$ cat config.mk
export PLATFORM = sky130hd
export DESIGN_NAME = signal_timeout_monitor_top_flat
export DESIGN_NICKNAME = d
export VERILOG_FILES = /design/src/sv/stm_pkg.sv /design/src/sv/stm_in_if.sv /design/src/sv/stm_out_if.sv /design/src/sv/signal_timeout_monitor_top.sv /design/src/sv/stm_core.sv /design/src/flat_wrapper.sv
export SDC_FILE = /design/constraint.sdc
export NUM_CORES = 2
export LEC_CHECK = 0
export BUFFER_PORTS_ARGS = -buffer_cell sky130_fd_sc_hd__buf_2
export CAP_MARGIN = 20
export CELL_PAD_IN_SITES_DETAIL_PLACEMENT = 1
export CELL_PAD_IN_SITES_GLOBAL_PLACEMENT = 2
export CORE_ASPECT_RATIO = 1.2
export CORE_MARGIN = 2
export CORE_UTILIZATION = 30
export DETAILED_ROUTE_END_ITERATION = 10
export GPL_TIMING_DRIVEN = 1
export PLACE_DENSITY_LB_ADDON = 0.1
export SYNTH_ARGS = -nofsm -noshare
export SYNTH_HDL_FRONTEND = slang
export SYNTH_SLANG_ARGS = --single-unit
$ cat constraint.sdc
create_clock -name clk -period 7.3 [get_ports clk]
set_clock_uncertainty 0.05 [all_clocks]
set_input_delay 2.19 -clock clk [delete_from_list [all_inputs] [get_ports clk]]
set_output_delay 2.19 -clock clk [all_outputs]
set_load 0.05 [all_outputs]
$ cat src/sv/stm_pkg.sv
// stm_pkg: shared widths, codes and result type of the signal timeout monitor
// no dependencies; used by the interfaces, the slot core and the top level
package stm_pkg;

  localparam int SLOT_COUNT      = 6;
  localparam int SIGNALS_DEFAULT = 6;
  localparam int ID_W            = 29;
  localparam int TIME_W          = 32;
  localparam int OP_W            = 2;
  localparam int CFG_IDX_W       = 3;
  localparam int CFG_DATA_W      = 32;

  localparam logic [TIME_W-1:0] TIMEOUT_RESET = TIME_W'(100);

  localparam logic [OP_W-1:0] OP_SEEN  = 2'd0;
  localparam logic [OP_W-1:0] OP_TICK  = 2'd1;
  localparam logic [OP_W-1:0] OP_CHECK = 2'd2;

  localparam logic [CFG_IDX_W-1:0] CFG_TIMEOUT  = 3'd0;
  localparam logic [CFG_IDX_W-1:0] CFG_ID_FIRST = 3'd1;
  localparam logic [CFG_IDX_W-1:0] CFG_ID_LAST  = 3'd6;

  typedef logic [SLOT_COUNT-1:0][ID_W-1:0] id_table_t;

  typedef struct packed {
    logic                  matched;
    logic                  fault;
    logic [SLOT_COUNT-1:0] expired_mask;
    logic [ID_W-1:0]       last_fail_id;
  } stm_result_t;

endpackage

$ cat src/sv/stm_in_if.sv
// stm_in_if: valid/ready channel carrying one monitor event
// depends on stm_pkg for field widths
interface stm_in_if;
  import stm_pkg::*;

  logic                  valid;
  logic                  ready;
  logic [OP_W-1:0]       operation;
  logic [ID_W-1:0]       signal_id;

  modport source (output valid, output operation, output signal_id, input ready);
  modport sink   (input valid, input operation, input signal_id, output ready);
endinterface

$ cat src/sv/stm_out_if.sv
// stm_out_if: valid/ready channel carrying one monitor result
// depends on stm_pkg for field widths
interface stm_out_if;
  import stm_pkg::*;

  logic                  valid;
  logic                  ready;
  logic                  matched;
  logic                  fault;
  logic [SLOT_COUNT-1:0] expired_mask;
  logic [ID_W-1:0]       last_fail_id;

  modport source (output valid, output matched, output fault, output expired_mask,
                  output last_fail_id, input ready);
  modport sink   (input valid, input matched, input fault, input expired_mask,
                  input last_fail_id, output ready);
endinterface

$ cat src/sv/signal_timeout_monitor_top.sv
// signal_timeout_monitor_top: heartbeat watchdog over up to six message identifiers
// depends on stm_pkg, stm_in_if, stm_out_if and stm_core
//
// Takes one event per cycle while the result side keeps up (signal seen, time
// tick or periodic check) and returns exactly one result per event: the event
// sits in the input register, goes through the single-pass slot evaluation and
// is held in the result register, which frees the input side for a new event.
// The user must write the timeout and the watched identifiers through the cfg_
// port only while no event is in flight; the block does not enforce this.
// Slots at SIGNALS or above never match and never expire.
module signal_timeout_monitor_top #(
  parameter int SIGNALS = stm_pkg::SIGNALS_DEFAULT
) (
  input  logic                             clk,
  input  logic                             rst_n,
  stm_in_if.sink                           in_ch,
  stm_out_if.source                        out_ch,
  input  logic                             cfg_we,
  input  logic [stm_pkg::CFG_IDX_W-1:0]    cfg_index,
  input  logic [stm_pkg::CFG_DATA_W-1:0]   cfg_data
);
  import stm_pkg::*;

  logic [TIME_W-1:0] timeout_r;
  id_table_t         id_r;

  logic              in_v_r;
  logic [OP_W-1:0]   in_op_r;
  logic [ID_W-1:0]   in_id_r;
  logic              out_v_r;
  stm_result_t       out_res_r;
  stm_result_t       res;
  logic              adv;
  logic              step;

  assign adv         = !out_v_r || out_ch.ready;
  assign step        = in_v_r && adv;
  assign in_ch.ready = !in_v_r || adv;

  always_ff @(posedge clk) begin
    if (!rst_n) begin
      timeout_r <= TIMEOUT_RESET;
      id_r      <= '0;
    end else if (cfg_we) begin
      if (cfg_index == CFG_TIMEOUT) begin
        timeout_r <= cfg_data[TIME_W-1:0];
      end else if (cfg_index >= CFG_ID_FIRST && cfg_index <= CFG_ID_LAST) begin
        id_r[cfg_index - CFG_ID_FIRST] <= cfg_data[ID_W-1:0];
      end
    end
  end

  always_ff @(posedge clk) begin
    if (!rst_n) begin
      in_v_r <= 1'b0;
    end else if (in_ch.ready) begin
      in_v_r <= in_ch.valid;
    end
  end

  always_ff @(posedge clk) begin
    if (in_ch.ready && in_ch.valid) begin
      in_op_r <= in_ch.operation;
      in_id_r <= in_ch.signal_id;
    end
  end

  stm_core #(
    .SIGNALS (SIGNALS)
  ) u_core (
    .clk     (clk),
    .rst_n   (rst_n),
    .step    (step),
    .op      (in_op_r),
    .sig     (in_id_r),
    .timeout (timeout_r),
    .id_slot (id_r),
    .res     (res)
  );

  always_ff @(posedge clk) begin
    if (!rst_n) begin
      out_v_r <= 1'b0;
    end else if (adv) begin
      out_v_r <= in_v_r;
    end
  end

  always_ff @(posedge clk) begin
    if (step) begin
      out_res_r <= res;
    end
  end

  assign out_ch.valid        = out_v_r;
  assign out_ch.matched      = out_res_r.matched;
  assign out_ch.fault        = out_res_r.fault;
  assign out_ch.expired_mask = out_res_r.expired_mask;
  assign out_ch.last_fail_id = out_res_r.last_fail_id;

  a_fault_mask: assert property (@(posedge clk) disable iff (!rst_n)
    out_v_r |-> (out_res_r.fault == (out_res_r.expired_mask != '0)))
    else $error("fault flag disagrees with expired mask");

  a_match_excl: assert property (@(posedge clk) disable iff (!rst_n)
    out_v_r |-> !(out_res_r.matched && out_res_r.fault))
    else $error("match and fault reported for one event");

  a_unused_slots: assert property (@(posedge clk) disable iff (!rst_n)
    out_v_r |-> ((out_res_r.expired_mask >> SIGNALS) == '0))
    else $error("unused slot reported expired");

  a_step_out: assert property (@(posedge clk) disable iff (!rst_n)
    step |=> out_v_r)
    else $error("evaluated event produced no result");

endmodule

$ cat src/sv/stm_core.sv
// stm_core: time counter, per-slot timestamps and sticky failure record
// evaluates one event per step in a single pass; depends on stm_pkg
module stm_core #(
  parameter int SIGNALS = stm_pkg::SIGNALS_DEFAULT
) (
  input  logic                           clk,
  input  logic                           rst_n,
  input  logic                           step,
  input  logic [stm_pkg::OP_W-1:0]       op,
  input  logic [stm_pkg::ID_W-1:0]       sig,
  input  logic [stm_pkg::TIME_W-1:0]     timeout,
  input  stm_pkg::id_table_t             id_slot,
  output stm_pkg::stm_result_t           res
);
  import stm_pkg::*;

  logic [SIGNALS-1:0][TIME_W-1:0] seen_r;
  logic [TIME_W-1:0]              time_r;
  logic [ID_W-1:0]                last_r;

  logic [SIGNALS-1:0]    hit;
  logic                  found;
  logic [SLOT_COUNT-1:0] expired;
  logic [TIME_W-1:0]     age;
  logic [ID_W-1:0]       fail_id;

  // lowest-index match wins
  always_comb begin
    hit   = '0;
    found = 1'b0;
    for (int i = 0; i < SIGNALS; i++) begin
      if (!found && id_slot[i] == sig) begin
        hit[i] = 1'b1;
        found  = 1'b1;
      end
    end
  end

  // wrapping age per slot, highest expired slot sets the record
  always_comb begin
    expired = '0;
    fail_id = last_r;
    age     = '0;
    for (int i = 0; i < SIGNALS; i++) begin
      age = time_r - seen_r[i];
      if (age > timeout) begin
        expired[i] = 1'b1;
        fail_id    = id_slot[i];
      end
    end
  end

  always_comb begin
    res = '{matched: 1'b0, fault: 1'b0, expired_mask: '0, last_fail_id: last_r};
    case (op)
      OP_SEEN:  res.matched = found;
      OP_CHECK: begin
        res.fault        = |expired;
        res.expired_mask = expired;
        res.last_fail_id = fail_id;
      end
      default: ;
    endcase
  end

  always_ff @(posedge clk) begin
    if (!rst_n) begin
      seen_r <= '0;
      time_r <= '0;
      last_r <= '0;
    end else if (step) begin
      case (op)
        OP_SEEN: begin
          for (int i = 0; i < SIGNALS; i++) begin
            if (hit[i]) seen_r[i] <= time_r;
          end
        end
        OP_TICK:  time_r <= time_r + TIME_W'(1);
        OP_CHECK: last_r <= fail_id;
        default: ;
      endcase
    end
  end

endmodule

$ cat src/flat_wrapper.sv
// flat-port wrapper written by rule: the top's interface ports become plain ports
module signal_timeout_monitor_top_flat import stm_pkg::*;
#(
  parameter int SIGNALS = stm_pkg::SIGNALS_DEFAULT
)
  (clk, rst_n, cfg_we, cfg_index, cfg_data, in_ch_valid, in_ch_operation, in_ch_signal_id, in_ch_ready, out_ch_valid, out_ch_matched, out_ch_fault, out_ch_expired_mask, out_ch_last_fail_id, out_ch_ready);
  stm_in_if in_ch_i ();
  stm_out_if out_ch_i ();
  input  logic clk;
  input  logic rst_n;
  input  logic cfg_we;
  input  logic [stm_pkg::CFG_IDX_W-1:0] cfg_index;
  input  logic [stm_pkg::CFG_DATA_W-1:0] cfg_data;
  input wire logic [$bits(in_ch_i.valid)-1:0] in_ch_valid;
  input wire logic [$bits(in_ch_i.operation)-1:0] in_ch_operation;
  input wire logic [$bits(in_ch_i.signal_id)-1:0] in_ch_signal_id;
  output wire logic [$bits(in_ch_i.ready)-1:0] in_ch_ready;
  output wire logic [$bits(out_ch_i.valid)-1:0] out_ch_valid;
  output wire logic [$bits(out_ch_i.matched)-1:0] out_ch_matched;
  output wire logic [$bits(out_ch_i.fault)-1:0] out_ch_fault;
  output wire logic [$bits(out_ch_i.expired_mask)-1:0] out_ch_expired_mask;
  output wire logic [$bits(out_ch_i.last_fail_id)-1:0] out_ch_last_fail_id;
  input wire logic [$bits(out_ch_i.ready)-1:0] out_ch_ready;
  assign in_ch_i.valid = in_ch_valid;
  assign in_ch_i.operation = in_ch_operation;
  assign in_ch_i.signal_id = in_ch_signal_id;
  assign in_ch_ready = in_ch_i.ready;
  assign out_ch_valid = out_ch_i.valid;
  assign out_ch_matched = out_ch_i.matched;
  assign out_ch_fault = out_ch_i.fault;
  assign out_ch_expired_mask = out_ch_i.expired_mask;
  assign out_ch_last_fail_id = out_ch_i.last_fail_id;
  assign out_ch_i.ready = out_ch_ready;
  signal_timeout_monitor_top #(.SIGNALS(SIGNALS)) u_core (.clk(clk), .rst_n(rst_n), .in_ch(in_ch_i), .out_ch(out_ch_i), .cfg_we(cfg_we), .cfg_index(cfg_index), .cfg_data(cfg_data));
endmodule
==> impl_metrics.toml <==
[synthesis]
yosys_warnings = 0
syn-num-nets = 4997
synth_cells = 4537
synth_most_common_cell = "nand2_1"
ys_async_sr_fraction_pct = 0
yosys.area.top_type = "dfxtp_1"
syn_area_per_cell_um2 = 8.36
syn-cell-area_um2 = 37900
synth_edf_count = 68
yosys.area.top_type_share_pct = 24.3
synth_seq_area_share_pct = 29.7
synth_cell_types = 87
netlist_top_cells_area = "dfxtp_1 24%, ha_1 13%, nand2_1 5.8%, edfxtp_1 5.4%, xnor2_1 4.9%"
ys_ff_latch = 529
ys.flop_type = "dfxtp_1"
synthTopCellsByCount = "581 x nand2_1, 461 x dfxtp_1, 383 x ha_1, 280 x inv_1, 269 x a21oi_1"

[clocking]
cts_hold_buf = 0
cts-htree-levels = 3
cts_tree = "yes"
clkTransAtPathRegs_ns = 0.06
cts_setup_buffers = 0
cts_buffers = 71
post_cts_resized = 1
insertion_delay_ns = 0.68
clock_sinks = 529
clock-root-buffer = "clkbuf_16"
clk_path_buf_depth = 3

[power_and_ir_drop]
irDropWorstVdd_mv = 0.149
p_leak_uw = 0.0179
powerDensity_nw_per_um2 = 173

[hold_path]
min_delay_path_depth = 2
hold_class = "flip-flop to flip-flop"
holdCritStartpoint = "u_core.timeout_r[24]"
min_to = "u_core.timeout_r[24]"

[run_status]
status = "finished clean"

[place]
gp_congestion = 0.891
dp.cells = 6173
io_buffers = 109
pre_cts_ws_ns = 0.0251
place_hpwl_um = 115000

[layout]
syn2layout_area_growth_pct = 13.6
nFillCells = 14700
layout.nets = 5050
final_cells = 6304
final_layout_size_suffix_gt1_share_pct = 8.44

[sta]
hold_viol = 0
period_needed_ns = 6.79
maxSlewViolCount = 0
period_share_pct = 93.0
setup_viol = 0
rsz0062_at_grt = "no"
setup_tns_ns = 0
final.setup.worst_slack_ns = 0.510
timing.fmax_mhz = 147
relSlewSlack_pct = 27.1
tightest_slew_ns = 1.09

[drt]
first_pass_iters = 5
ant_nets = 0
via_per_inst = 5.28
vias = 33276
drc = 0
wl_um = 153000
post_drt_wl_per_cell_um = 24.3
drt_iter0_drc = 1659

[setup_path]
arrival_ns = 7.12
r2r_end = "u_core.out_ch.last_fail_id[0]"
end_kind = "flip-flop"
rr_worst_depth = 22
cp-start-kind = "flip-flop"
critPathKind = "flip-flop to flip-flop"
r2r_slack_ns = 0.51
r2r-start = "u_core.u_core.time_r[1]"
crit_fanout = 15
crit_required_ns = 7.63

[floorplan]
die_x_um = 328
fp.coreArea_um2 = 125000
start_util_pct = 30.3
ios = 110
die_h_um = 393
row_count = 142
die-area_um2 = 129000

[global_route]
first_global_vias = 35638
grt_max_degree = 132
grt_pass1_wl_um = 230000
antenna_found_initial = 1
grtUsageTotal_pct = 23.6
grt.overflow.total = 0

[run]
max-cap-violations = 0
-- state kept, by name (all words and copies together), names as in the netlist --
register	cells
u_core.in_op_r	2
u_core.out_ch.expired_mask	6
u_core.out_ch.last_fail_id	29
u_core.u_core.time_r	32
u_core.u_core.last_r	29
u_core.u_core.seen_r	192
u_core.timeout_r	32
u_core.out_ch.valid	1
u_core.id_r	174
u_core.out_ch.fault	1
u_core.in_v_r	1
u_core.in_id_r	29
u_core.out_ch.matched	1
-- layout make-up --
class | instances | area (um2) | area share [%]
Inverter | 280 | 1050 | 2.45
Sequential cell | 529 | 11300 | 26.2
Antenna cell | 2 | 5.00 | 0.0116
Clock inverter | 29 | 379 | 0.880
Timing Repair Buffer | 225 | 1520 | 3.54
Multi-Input combinational cell | 3483 | 24700 | 57.5
Clock buffer | 100 | 2020 | 4.69
Tap cell | 1656 | 2070 | 4.81
-- worst max-delay path, stage by stage, from the launching register on --
cell and delay (ns):
dfxtp_1 0.34, buf_4 0.26, ha_1 0.27, nor2b_1 0.14, o2111ai_1 0.23, nand4_1 0.20
a21oi_1 0.37, o21ai_0 0.24, a21oi_1 0.47, o21ai_0 0.37, or4b_2 0.71, nand3_1 0.11
ha_1 0.16, nand4_1 0.13, nor2_1 0.25, and4_1 0.27, a21oi_1 0.07, a31o_2 0.27
or2_2 0.40, or3_4 0.56, buf_12 0.22, o221ai_1 0.24, o31ai_1 0.13
-- routing by layer --
| layer | up-vias | share of wire (%) | wire length (um) | GRT usage (%) |
|---|---|---|---|---|
| met4 | 0 | 4.8 | 7330 | 11.0 |
| met3 | 230 | 2.6 | 4020 | 2.45 |
| met2 | 514 | 53 | 80600 | 44.4 |
| met1 | 16417 | 40 | 61100 | 26.1 |
| li1 | 16115 | - | - | - |
| met5 | - | 0 | 0 | 0 |
-- where the power goes --
part / switching, uW / internal, uW / total [uW]
logic: 463 / 220 / 682
registers: 68.9 / 3000 / 3070
clock network: 1520 / 2190 / 3710
-- through the flow --
stage	util [%]	cell area, um2	hold WS (ns)	total power (uW)
after detailed placement	32.5	40600	0.409	3820
final	34.4	43100	0.412	7460
after CTS	34.4	43000	0.417	7580
after global routing	34.4	43100	0.436	7730
after global placement	32.5	40600	0.404	3810
after floorplan	-	37900	0.391	3470
-- how the worst max path moves through the flow --
stage	cells after the start	slack [ns]	startpoint	endpoint
2_1_floorplan	9	1.54	out_ch_ready	u_core.u_core.seen_r[129]
3_3_place_gp	24	0.12	u_core.u_core.time_r[0]	u_core.out_ch.last_fail_id[21]
3_5_place_dp	23	0.03	u_core.u_core.time_r[0]	u_core.out_ch.last_fail_id[15]
4_1_cts	23	0.04	u_core.u_core.time_r[0]	u_core.out_ch.last_fail_id[16]
5_1_grt	23	0.03	u_core.u_core.time_r[1]	u_core.out_ch.last_fail_id[26]
6_report	22	0.51	u_core.u_core.time_r[1]	u_core.out_ch.last_fail_id[0]
-- kinds of logic after synthesis --
group	count (synthesis)	share of synthesized area, %
and+or+nand+nor	1437	18.6
AOI/OAI and AO/OA	1134	20.7
DFF	529	29.7
buffers and inverters	525	5.35
adders and majority gates	389	13.0
xor gates and xnor gates	358	8.27
muxes	165	4.36
-- placed cells by master (no fill, tap or decap), drive strengths merged, types with 73 or more instances in the layout --
cell | netlist | routed
nand2 | 581 | 581
dfxtp | 461 | 461
ha | 383 | 383
inv | 280 | 280
a21oi | 269 | 269
nor2b | 227 | 227
buf | 34 | 225
xnor2 | 213 | 213
a21boi | 212 | 212
nor2 | 166 | 166
mux2i | 163 | 163
xor2 | 145 | 145
o21ai | 124 | 124
a21o | 119 | 119
clkbuf | 211 | 100
nand3 | 89 | 89
nand4 | 73 | 73
No activity file was read; power rests on OpenSTA's default activity.
